### config.mk
export PLATFORM = sky130hd
export DESIGN_NAME = tlg_ram
export DESIGN_NICKNAME = d
export VERILOG_FILES = /design/src/rtl/core/tlg_ram.sv
export SDC_FILE = /design/constraint.sdc
export NUM_CORES = 1
export LEC_CHECK = 0
export BUFFER_PORTS_ARGS = -buffer_cell sky130_fd_sc_hd__clkbuf_2
export CORE_ASPECT_RATIO = 1.25
export CORE_MARGIN = 4
export CORE_UTILIZATION = 40
export CTS_BUF_LIST = sky130_fd_sc_hd__clkbuf_4
export CTS_CLUSTER_DIAMETER = 120
export CTS_CLUSTER_SIZE = 8
export DETAILED_ROUTE_END_ITERATION = 12
export PLACE_DENSITY = 0.53
export SLEW_MARGIN = 0
export SYNTH_ARGS = -nofsm -noshare
export SYNTH_HDL_FRONTEND = slang
export SYNTH_SLANG_ARGS = --single-unit
export TNS_END_PERCENT = 20
### constraint.sdc
create_clock -name clk_i -period 2.65 [get_ports clk_i]
set_input_delay 0.1325 -clock clk_i [delete_from_list [all_inputs] [get_ports clk_i]]
set_output_delay 0.1325 -clock clk_i [all_outputs]
set_load 0.01 [all_outputs]
### src/rtl/core/tlg_ram.sv
// Generic single-write, single-read RAM with bit write mask and registered read.
// No dependencies.
`default_nettype none

module tlg_ram #(
  parameter int WIDTH = 8,
  parameter int DEPTH = 16
) (
  input  wire logic                     clk_i,
  input  wire logic                     wr_en_i,
  input  wire logic [$clog2(DEPTH)-1:0] wr_addr_i,
  input  wire logic [WIDTH-1:0]         wr_mask_i,
  input  wire logic [WIDTH-1:0]         wr_data_i,
  input  wire logic                     rd_en_i,
  input  wire logic [$clog2(DEPTH)-1:0] rd_addr_i,
  output logic      [WIDTH-1:0]         rd_data_o
);

  logic [WIDTH-1:0] mem [DEPTH];

  always_ff @(posedge clk_i) begin
    if (wr_en_i) begin
      for (int i = 0; i < WIDTH; i++) begin
        if (wr_mask_i[i]) begin
          mem[wr_addr_i][i] <= wr_data_i[i];
        end
      end
    end
    if (rd_en_i) begin
      rd_data_o <= mem[rd_addr_i];
    end
  end

endmodule : tlg_ram

`default_nettype wire

**After elaboration in Yosys (flattened, before gate mapping)**

Memories as Yosys holds them, arrays and structs flattened. A register that Yosys moved wholly into a read port is not among the register bits.
Index checks and enable logic that the tools add are counted.

- Register bits after elaboration: 0
- Memory bits (writable): 128
- Bits of input ports: 27
- Output and inout port bits: 8
- Word-level logic and storage cells: 25
- Memories: 1

Memories:

| name | words | width | read ports | clocked after memory_dff | write ports | RTL line | source |
|---|---|---|---|---|---|---|---|
| mem | 16 | 8 | 1 | 1 | 1 | 19 | `logic [WIDTH-1:0] mem [DEPTH];` |

- Multiplexer cells: 24

Operators by type and width:

| cell | count |
|---|---|
| $mux W1 | 24 |

**Logic depth before layout (Yosys ltp)**

- Word-level depth: 3
- Gate-level depth with buffers: 5
- Mapped depth without buffers: 3

**Worst setup path after synthesis**

OpenSTA, ideal clock, no wires.

- Kind: input port to flip-flop
- Start: in rd_addr_i[0]
- End: reg rd_data_o[1], read port of mem, data pin
- Arrival: 1.156 ns
- Data required time: 2.391 ns
- Slack: 1.235 ns
- Cell stages on the path: 5
- Buffers on the path: 2
- Path through: buf_6 -> buf_6 -> mux4_1 -> a22oi_1 -> nand2_1

RTL lines:

| what | RTL line | source |
|---|---|---|
| start: declaration | 15 | `input wire logic [$clog2(DEPTH)-1:0] rd_addr_i,` |
| end: declaration | 16 | `output logic [WIDTH-1:0] rd_data_o` |

==> out/qor.csv <==
metric,value,unit
fin crit share,52.7,%
R2R setup slack,1250,ps
Detailed Place HPWL,7810,um
CTS sink count,136,
setup tns final,0,ps
clk slew on worst S/H paths,130,ps
postcts setup bufs,0,
Worst Setup EP,rd_data_o[3],
Max-cap violations,0,
CORE AREA,0.0140,mm2
Peak supply drop,0.252,mV
CTS tree,done,
power per cell area,617,mW/mm2
most frequent cells in the layout,"edfxtp_1, nor2_1, clkbuf_2",
Total GRT Usage,17.2,%
first-pass GRT wire length,19700,um
Cells after DPL,567,
placed inst area,0.00609,mm2
Synth Register Bits,136,
First-pass DRT Iterations,4,
Worst Tran Pin Value,721,ps
Fin Hold WS,35.7,ps
Yosys cell types,16,
initial antenna violation count,1,
Finished Layout Cells,607,
DRT antenna net count,0,
Worst-Skew Late Latency,530,ps
reg2reg start,mem[1][3],
"commonest non-fill, non-tap cell in the layout",edfxtp_1,
fillers,1275,
Mean Syn Cell Area,15.5,um2
mapped cell area,0.00576,mm2
Final Cell Area,0.00642,mm2
Starting Density,41.2,%
DR iter-0 viols,211,
Post-CTS Hold Buffers,7,
GP Congestion,0.732,
Worst R2R Path Depth,3,
DR vias/cell,5.34,
sequential area share after synthesis,70.8,%
Pins Over Slew Limit,0,
clk buf depth,2,
Remaining DRCs,0,
CTS buffer count,17,
Avg WL per Cell,21.6,um
Ports,35,
P_leak,2.13,nW
yosys warns,0,
fmax,717,MHz
hold path depth,1,
Die H,142,um
unrepaired setup endpoints after global routing,false,
Die Wd,115,um
Layout Skew,22.0,ps
Worst Path Arrival,1670,ps
critical path required time,2930,ps
max_slew headroom,51.8,%
crit path launch type,register,
largest net degree at the start of global routing,25,
DRT Wirelength,13100,um
Post-Synthesis Cells,373,
CTS resizes,0,
DR vias,3241,
row cnt,48,
Final #Nets,445,
worst hold path class,primary input to register,
Hold Fails Final Rpt,0,
CP endpoint kind,register,
number of global-route vias before repair,3366,
Root Buffer,clkbuf_4,
proportion of layout cells with a drive suffix above 1,19.7,%
R2R Path End,rd_data_o[3],
Overall Power,3.96,mW
"Max FO, Critical Path",1,
synthesis-to-finish area growth,11.4,%
minimum clock period,1400,ps
CP startpoint,mem[1][3],
GRT overflow,0,
status,"complete, no violations",
H-tree depth,4,
final setup violation count,0,
syn_nets,400,
port bufs,34,
CP Class,register to register,
full die area,0.0164,mm2
routing by layer:
metal | wire length [um] | up-vias | track usage, % | share of wire [%]
met5 | 0 | - | 0 | 0
met2 | 7040 | 110 | 29.5 | 54
met1 | 5110 | 1619 | 21.4 | 39
met3 | 822 | 9 | 4.34 | 6.3
met4 | 165 | 0 | 5.19 | 1.3
li1 | - | 1503 | - | -
cells in the mapped netlist, drive strengths merged:
cell type,instances,area (um2)
nand3,6,30.0
a22oi,16,120
nor2,131,492
clkbuf,9,33.8
clkdlybuf4s25,3,30.0
nand4,1,6.26
buf,7,56.3
nor2b,5,31.3
nand2,25,93.8
and2b,1,7.51
and2,1,6.26
mux4,32,773
edfxtp,136,4080
per-stage QoR:
| step | worst slack, ps | util [%] |
|---|---|---|
| global route | 1160 | 45.9 |
| finish | 1250 | 45.9 |
| CTS | 1240 | 45.9 |
| detailed placement | 758 | 43.5 |
| global placement | 752 | 43.5 |
| floorplan | 1240 | - |
layout make-up:
type                       count  area, um2  share of cell area (%)
clock buffer                  20        150                    2.34
multi-input combinational    218       1560                    24.3
tap                          175        219                    3.41
antenna                        1       2.50                  0.0390
sequential                   136       4080                    63.6
timing repair buffer          45        295                    4.60
clock inverter                12        109                    1.70
cells by family after synthesis:
group / synth area share [%]
muxes: 13.4
and+or+nand+nor: 11.6
buffers and inverters: 2.08
DFF: 70.8
AOI/OAI and AO/OA: 2.08
critical path, stage by stage (launching register included):
cell	delay (ps)
edfxtp_1	370
mux4_1	500
a22oi_1	220
nand2_1	70
flip-flops by register name, indices dropped and copies added, names as in the netlist:
name and cells:
mem 128, rd_data_o 8
how the worst min path moves through the flow:
stage	from	end	slack (ps)
4_1_cts	wr_data_i[0]	mem[13][0]	8
5_1_grt	rd_en_i	rd_data_o[1]	10
2_1_floorplan	wr_data_i[0]	mem[0][0]	230
3_3_place_gp	wr_data_i[4]	mem[6][4]	520
6_report	wr_data_i[0]	mem[13][0]	40
3_5_place_dp	wr_data_i[4]	mem[5][4]	550
where the power goes:
group	switching, mW	internal, mW	total (mW)
clock network	0.705	0.572	1.28
registers	0.00846	2.40	2.41
logic	0.176	0.101	0.277
(Power assumes the default switching activity.)
