## config.mk

```make
export PLATFORM = sky130hd
export DESIGN_NAME = tlg_cell
export DESIGN_NICKNAME = d
export VERILOG_FILES = /design/src/rtl/core/tlg_pkg.sv /design/src/rtl/core/tlg_cell.sv
export SDC_FILE = /design/constraint.sdc
export NUM_CORES = 1
export LEC_CHECK = 0
export BUFFER_PORTS_ARGS = -buffer_cell sky130_fd_sc_hd__buf_2
export CORE_AREA = 5 5 42 44
export DETAILED_ROUTE_END_ITERATION = 8
export DIE_AREA = 0 0 47 49
export GPL_TIMING_DRIVEN = 0
export MAX_ROUTING_LAYER = met4
export PLACE_DENSITY = 0.48
export SLEW_MARGIN = 0
export SYNTH_ARGS = -nofsm -noshare
export SYNTH_HDL_FRONTEND = slang
export SYNTH_SLANG_ARGS = --single-unit
```

## constraint.sdc

```tcl
create_clock -name clk_i -period 4.35 [get_ports clk_i]
set_input_delay 0.435 -clock clk_i [delete_from_list [all_inputs] [get_ports clk_i]]
set_output_delay 0.435 -clock clk_i [all_outputs]
set_load 0.02 [all_outputs]
```

## src/rtl/core/tlg_pkg.sv

```systemverilog
// Shared types and constants of the toroidal Life grid engine.
// No dependencies; every other file of the block but tlg_ram refers to it by scoped names.
`default_nettype none

package tlg_pkg;

  // Grid storage size.
  localparam int ROWS = 64;
  localparam int COLS = 128;
  localparam int ROW_W = $clog2(ROWS);
  localparam int COL_W = $clog2(COLS);

  // Widths of the area registers and the generation step counter.
  localparam int ROWS_CFG_W = 7;
  localparam int COLS_CFG_W = 8;
  localparam int STEP_W = $clog2(ROWS + 4);

  // Reset values of the area registers.
  localparam logic [ROWS_CFG_W-1:0] ROWS_RESET = ROWS_CFG_W'(40);
  localparam logic [COLS_CFG_W-1:0] COLS_RESET = COLS_CFG_W'(120);

  // Life rule: birth on exactly three neighbors, survival on two or three.
  localparam logic [3:0] BIRTH_COUNT = 4'd3;
  localparam logic [3:0] SURVIVE_COUNT = 4'd2;

  // Operation codes of an input word.
  typedef enum logic [1:0] {
    FUNC_WRITE = 2'd0,
    FUNC_READ  = 2'd1,
    FUNC_STEP  = 2'd2
  } func_e;

  // Configuration register indexes.
  localparam logic CFG_ROWS = 1'b0;
  localparam logic CFG_COLS = 1'b1;

  // The three grid rows of one column as held by a column cell.
  typedef struct packed {
    logic above;
    logic cur;
    logic below;
  } col_t;

endpackage : tlg_pkg

`default_nettype wire

```

## src/rtl/core/tlg_cell.sv

```systemverilog
// One column cell of the Life engine: holds three rows of its column; in the
// area applies B3/S23 with both neighbors, else keeps its cell. Uses tlg_pkg.
`default_nettype none

module tlg_cell (
  input  wire logic          clk_i,
  input  wire logic          shift_en_i,
  input  wire logic          shift_in_i,
  input  wire logic          in_area_i,
  input  wire tlg_pkg::col_t left_i,
  input  wire tlg_pkg::col_t right_i,
  output tlg_pkg::col_t      col_o,
  output logic               next_o
);

  tlg_pkg::col_t col_q;
  logic [3:0]    count;

  // Rows move up through the column window: the newest row enters as below.
  always_ff @(posedge clk_i) begin
    if (shift_en_i) begin
      col_q.above <= col_q.cur;
      col_q.cur   <= col_q.below;
      col_q.below <= shift_in_i;
    end
  end

  always_comb begin
    count = 4'(left_i.above) + 4'(left_i.cur) + 4'(left_i.below)
          + 4'(col_q.above) + 4'(col_q.below)
          + 4'(right_i.above) + 4'(right_i.cur) + 4'(right_i.below);
    if (in_area_i) begin
      next_o = (count == tlg_pkg::BIRTH_COUNT)
            || (col_q.cur && (count == tlg_pkg::SURVIVE_COUNT));
    end else begin
      next_o = col_q.cur;
    end
  end

  assign col_o = col_q;

endmodule : tlg_cell

`default_nettype wire

```

-- Word-level counts from Yosys, hierarchy flattened
Cells that the tools add are included.
- eq/ne operators: 2
- reduce and logical (&&, ||, !) cells: 2
- $add $sub $neg: 7
- mux-type cells: 1
- operators with widths (operator ; number):
    adder 4 x 1 -> 4 bit ; 4
    == test 4 x 2 -> 1 bit (second input constant) ; 2
    adder 3 x 1 -> 4 bit ; 1
    adder 2 x 1 -> 3 bit ; 1
    adder 1 x 1 -> 2 bit ; 1
    logical AND 1 bit ; 1
    logical OR 1 bit ; 1
    2-to-1 mux 1 bit ; 1
- input port bits: 10
- logic and storage cells: 15
- output and inout port bits: 4
- flip-flop bits (word level): 3

-- Longest topological paths before layout
Gate-level depths: netlist of the first run.
- depth in word-level cells: 11
- mapped depth: 10
- depth with buffers taken out: 10

-- Worst setup path after synthesis of the first run
Ideal clock, no wire load.
- kind: input-to-output
- start: in left_i[0] (netlist name)
- end: out next_o
- slack: 0.680 ns
- buffers on the path: 0
- stages on the path: 10
- data arrival time: 3.235 ns
- required time: 3.915 ns
- path through: inv_1 -> fa_1 -> fa_1 -> fa_1 -> inv_1 -> ha_1 -> fa_1 -> nand4b_1 -> a21o_1 -> a31oi_2
- word-level cells in the longest chain between the ends: 10
- elaborated cells between the ends (all ways): 11
- classes of those cells: 6 x add/sub; 2 x eq/ne; 1 x mux; 2 x reduce/logical
- RTL lines (what ; RTL line ; RTL):
    from (decl) ; tlg_cell.sv:10 ; input wire tlg_pkg::col_t left_i,
    adder 2 x 1 -> 3 bit (*) ; tlg_cell.sv:29 ; count = 4'(left_i.above) + 4'(left_i.cur) + 4'(left_i.below)
    adder 3 x 1 -> 4 bit (*) ; tlg_cell.sv:30 ; + 4'(col_q.above) + 4'(col_q.below)
    adder 4 x 1 -> 4 bit (*) ; tlg_cell.sv:30 ;
    adder 4 x 1 -> 4 bit (*) (3 in series) ; tlg_cell.sv:31 ; + 4'(right_i.above) + 4'(right_i.cur) + 4'(right_i.below);
    == test 4 x 2 -> 1 bit ; tlg_cell.sv:34 ; || (col_q.cur && (count == tlg_pkg::SURVIVE_COUNT));
    logical AND 1 bit ; tlg_cell.sv:34 ;
    logical OR 1 bit (*) ; tlg_cell.sv:34 ;
    2-to-1 mux 1 bit (*) ; tlg_cell.sv:32 ; if (in_area_i) begin
    to (decl) ; tlg_cell.sv:13 ; output logic next_o
Mark *: on every way between the ends. The rest lies on a longest branch, timed or not.

-- Final worst setup path of the first run
Ends and elaborated chain as after synthesis.

==> flow_summary.toml, run 1 <==
[outcome]
outcome = "completed"

[sta]
finClkSkew_ns = 0.001419
fmax_mhz = 260.5
worst_pin_slew_ns = 0.1706
final-setup-viol-count = 0
finalMaxSlewViolations = 0
rsz0062_at_grt = "no"
relSlewSlack_pct = 88.63
period_minus_slack_ns = 3.839
hold_viol_final = 0
period_share_pct = 88.25
tns_ns = 0

[cts]
cts_num_sinks = 3
cts.root.buffer_cell = "clkbuf_4"
post_cts_resized = 0
cts.path.max_buffers = 2
cts.clk_slew.worst_paths_ns = 0.04
cts_buffers = 3
cts_tree = "built"
htree_levels = 1
cts_setup_buffers = 0
clk-insertion-delay-late_ns = 0.23
hold_buffers = 0

[power]
seqPwrFrac_pct = 25.0
ir_drop_uv = 166.5
switchingPower_uw = 47.39
p_leak_uw = 0.0002192
intPower_uw = 95.13
p_per_area_mw_per_mm2 = 354.8
clkPwrFrac_pct = 33.8
share_comb_of_total_power_pct = 41.2
p_total_uw = 142.5
p_sw_share_pct = 33.25

[synth]
yosysWarningCount = 0
syn_inst = 27
synth-seq-cells = 3
synth_cell_type_count = 10
ys_seq_area_share_pct = 31.03
syn_nets = 44
synth.avg_cell_area_sq_um = 10.75
syn-cell-area_sq_um = 290.3

[critical_path]
cp_max_fo = 2
cp-start-kind = "input pin"
timing_worst_setup_path_type = "in2out"
crit_required_ns = 3.91
end_kind = "primary output"
cp_data_arrival_time_ns = 3.40

[placed_design]
hpwl_microns = 451.6
io_buffer_count = 13
place_congestion = 0.6259

[final_layout]
seqCellArea_sq_um = 90.09
drive_gt1_share_pct = 38.64
n_antenna_cell = 0
largest_reg_flops = 3
final_util_pct = 28.66
mostFrequentLayoutCell = "buf_2"
finalNetCount = 62
most-common-layout-cells = "13 x buf_2, 11 x inv_1, 4 x fa_1"
nFillCells = 171
area_growth_pct = 38.36
multi_input_area_sq_um = 158.9

[detailed_routing]
drtAntennaViolNets = 0
wl_microns = 505
post_drt_via_cell_ratio = 3.883
post_drt_wl_per_cell_microns = 8.417
dr.pass1.iters = 1
drc = 0
vias = 233
drt_iter0_markers = 0

[global_routing]
grt_pass1_wl_microns = 903
grt_usage_pct = 5.600
busiest_layer = "met1"
met1_usage_pct = 7.416
grt_pass1_vias = 245
grt_util_met2_pct = 6.561
grt-ovfl-total = 0
antenna_found_initial = 0
gr-usage-met3_pct = 2.214
grt_max_degree = 4

[floorplan]
coreArea_sq_mm = 0.001401
die_h_microns = 49
die-area_sq_mm = 0.002303
num_rows = 14
start_util_pct = 20.71
io_pins = 14
fp.dieW_microns = 47

[run]
maxCapViolations = 0

[min_path]
hold_path_class = "in2reg"
==> kinds of logic (layout without fill, tap and decap cells) <==
logic type               count (synthesis)  after routing  synth area share, %
buffers and inverters                   11             28                14.22
adder cells (fa/ha/maj)                  7              7                40.52
AO/OA/AOI/OAI                            3              3                8.619
flip-flops                               3              3                31.04
AND/OR/NAND/NOR                          3              3                5.602
==> power by group through the flow <==
stage	sequential (uW)	combinational (uW)	clock, uW
floorplan	38.5	41.2	0
global placement	36.1	58.4	0
detailed placement	36.1	60.1	0
CTS	35.7	60.5	50.7
global route	35.9	69.5	53.3
finish	35.6	58.7	48.2
==> metrics by stage <==
stage          hold WS, ns  cells  area, sq um  worst slack [ns]
3_3_place_gp        0.4654     56        375.4            0.5046
5_1_grt             0.3774     60        401.6            0.3751
6_report            0.3824     60        401.6            0.5111
2_1_floorplan       0.5339     27        290.3            0.6797
3_5_place_dp        0.4693     56        375.4            0.4855
4_1_cts             0.3735     60        401.6            0.4836
==> area by class of cell <==
cell class | instances | area share [%]
clock buffer | 4 | 6.542
inverter | 11 | 10.28
multi-input combinational | 13 | 39.56
sequential | 3 | 22.43
tap | 16 | 4.984
timing repair buffer | 13 | 16.20
==> routing by layer <==
| layer | vias to the layer above | part of all wire [%] | routed length [microns] |
|---|---|---|---|
| met3 | 0 | 12 | 60 |
| met5 | - | 0 | 0 |
| met1 | 105 | 49 | 246 |
| met4 | 0 | 0 | 0 |
| li1 | 115 | - | - |
| met2 | 13 | 39 | 198 |
==> cell usage after synthesis <==
cell | number | area, sq um
nand4b_1 | 1 | 8.760
nand2_1 | 1 | 3.750
inv_1 | 11 | 41.29
fa_1 | 4 | 80.08
a21o_1 | 1 | 7.510
a21oi_1 | 1 | 5.000
nor2_1 | 1 | 3.750
a31oi_2 | 1 | 12.51
ha_1 | 3 | 37.54
edfxtp_1 | 3 | 90.09
==> worst paths after layout <==
| kind | start | slack [ns] | to | cells past startpoint |
|---|---|---|---|---|
| worst max register to register | col_o[1] | 3.67 | col_o[2] | 0 |
| worst max-delay path | left_i[0] | 0.51 | next_o | 12 |
| worst min-delay path | shift_in_i | 0.38 | col_o[0] | 1 |
| worst min register to register | col_o[0] | 0.47 | col_o[1] | 0 |
==> critical path, stage by stage <==
cell and delay (ns):
buf_2 0.07, inv_1 0.04, fa_1 0.55, fa_1 0.44, fa_1 0.49, inv_1 0.04
ha_1 0.20, fa_1 0.56, nand4b_1 0.09, a21o_1 0.17, a31oi_2 0.14, buf_2 0.18
(Power assumes the default switching activity.)
==> run 2: changes to the inputs <==
ABC_AREA = 1   (was unset)
==> run 2 against run 1 <==
Net effect: final cell count grew 5.0%; clock skew grew 0.0050 ns; synthesized cell count grew 11%; critical path depth is the same; first-iteration DRC count grew 7; combinational power grew 11%; die area is the same; global-route usage grew 0.66 points; largest power group unchanged.
==> flow_summary.toml, run 2 <==
[synth]
synth_edf_count = 3
syn_nets = 47
synth_cell_type_count = 9
synthXorXnorAreaFrac_pct = 0
async_reset_ff_share_pct = 0
yosysWarningCount = 0
syn_inst = 30
netlist_top_cells_count = "13 x inv_1, 4 x fa_1, 3 x edfxtp_1, 3 x ha_1, 3 x nand2_1"
synth_top_area_cell = "edfxtp_1"
synth-seq-cells = 3
synth.avg_cell_area_sq_um = 9.926
synthTopCellsByArea = "edfxtp_1 30%, fa_1 27%, inv_1 16%"
synth_top_family_by_area = "adder cells"
yosysTopAreaCellShare_pct = 30.25
syn-cell-area_sq_um = 297.8
yosys.area_share.simple_pct = 5.462
synth_adder_area_share_pct = 39.50
synth-main-ff-cell = "edfxtp_1"
synth_most_common_cell = "inv_1"
synth_compound_area_share_pct = 8.403
ys_seq_area_share_pct = 30.25
yosys-mux-area-fraction_pct = 0

[sta]
rsz0062_at_grt = "no"
finalMaxSlewViolations = 0
finClkSkew_ns = 0.006382
period_share_pct = 85.48
worst_pin_slew_ns = 0.1499
period_minus_slack_ns = 3.718
tns_ns = 0
final-setup-viol-count = 0
hold_viol_final = 0
relSlewSlack_pct = 90.01
fmax_mhz = 268.9

[global_routing]
grt-ovfl-total = 0
antenna_found_initial = 0
grt_pass1_wl_microns = 993
grt_max_degree = 4
grt_pass1_vias = 247
grt_usage_pct = 6.264

[critical_path]
crit_family = "adder cells"
cp_slowest_cell = "fa_1"
crit_required_ns = 3.91
cp_common_cell = "fa_1"
cp_slowest_stage_delay_ns = 0.54
r2r_setup_slack_ns = 3.68
timing_worst_setup_path_type = "in2out"
cp-start-kind = "input pin"
cp_cell_sequence = "buf_2, inv_1, fa_1, fa_1, fa_1, inv_1, ha_1, fa_1, a21boi_2, nand2_1, a21oi_2, buf_2"
cp_num_buf_inv = 4
cp_max_fo = 2
end_kind = "primary output"
cp_data_arrival_time_ns = 3.28

[final_layout]
most-common-layout-cells = "13 x inv_1, 13 x buf_2, 4 x fa_1"
final_area_sq_um = 409.1
n_antenna_cell = 0
area_growth_pct = 37.39
drive_gt1_share_pct = 38.30
largest_reg_flops = 3
finalNetCount = 65

[cts]
cts.clk_slew.worst_paths_ns = 0.03
cts_setup_buffers = 0
cts.root.buffer_cell = "clkbuf_4"
cts_num_sinks = 3
cts_buffers = 3
hold_buffers = 0
cts_tree = "built"
post_cts_resized = 0
cts.path.max_buffers = 2
htree_levels = 1
clk-insertion-delay-late_ns = 0.23

[floorplan]
fp.dieW_microns = 47
start_util_pct = 21.25
die_h_microns = 49
die-area_sq_mm = 0.002303
num_rows = 14
coreArea_sq_mm = 0.001401
io_pins = 14

[outcome]
outcome = "completed"

[detailed_routing]
vias = 230
drt_iter0_markers = 7
post_drt_via_cell_ratio = 3.651
post_drt_wl_per_cell_microns = 8.286
drc = 0
drtAntennaViolNets = 0
wl_microns = 522
dr.pass1.iters = 3

[run]
maxCapViolations = 0

[placed_design]
io_buffer_count = 13
placed_area_sq_um = 382.9
place_congestion = 0.6011
hpwl_microns = 441.5

[min_path]
hold_path_class = "in2reg"

[power]
p_per_area_mw_per_mm2 = 363.2
p_leak_uw = 0.0002273
ir_drop_uv = 227.5
run 2: logic make-up after synthesis:
family | count (synthesis)
flops | 3
buf+inv | 13
compound gates | 3
fa+ha+maj | 7
simple gates | 4
run 2: worst paths after layout:
check        startpoint  endpoint  depth (start not counted)
max           left_i[0]    next_o                         12
min          shift_in_i  col_o[0]                          1
max reg2reg    col_o[1]  col_o[2]                          0
min reg2reg    col_o[0]  col_o[1]                          0
run 2: power breakdown:
part	total, uW	internal, uW	switching [uW]
combinational	65.3	30.4	34.9
clock	47.5	34.3	13.2
sequential	35.8	34.5	1.26
run 2: area by class of cell:
class / count / area (sq um)
Tap cell: 16 / 20.02
Clock buffer: 4 / 26.28
Multi-Input combinational cell: 14 / 158.9
Inverter: 13 / 48.80
Timing Repair Buffer: 13 / 65.06
Fill cell: 155 / 992.2
Sequential cell: 3 / 90.09
run 2: through the flow:
| stage | power, uW | hold slack [ns] | worst slack [ns] | utilization, % | instances |
|---|---|---|---|---|---|
| 5_1_grt | 168.3 | 0.3767 | 0.4837 | 29.20 | 63 |
| 3_5_place_dp | 102.9 | 0.4756 | 0.5997 | 27.32 | 59 |
| 4_1_cts | 152.5 | 0.3820 | 0.6026 | 29.20 | 63 |
| 2_1_floorplan | 85.29 | 0.5339 | 0.8038 | - | 30 |
| 3_3_place_gp | 101.3 | 0.4774 | 0.6261 | 27.32 | 59 |
| 6_report | 148.6 | 0.3867 | 0.6316 | 29.20 | 63 |
run 2: per-layer routing:
layer / vias to the layer above / global-route usage, % / part of all wire, %
met5: - / - / 0
met1: 98 / 9.255 / 47
li1: 120 / - / -
met4: 0 / 1.382 / 0
met3: 0 / 4.428 / 11
met2: 12 / 6.787 / 42
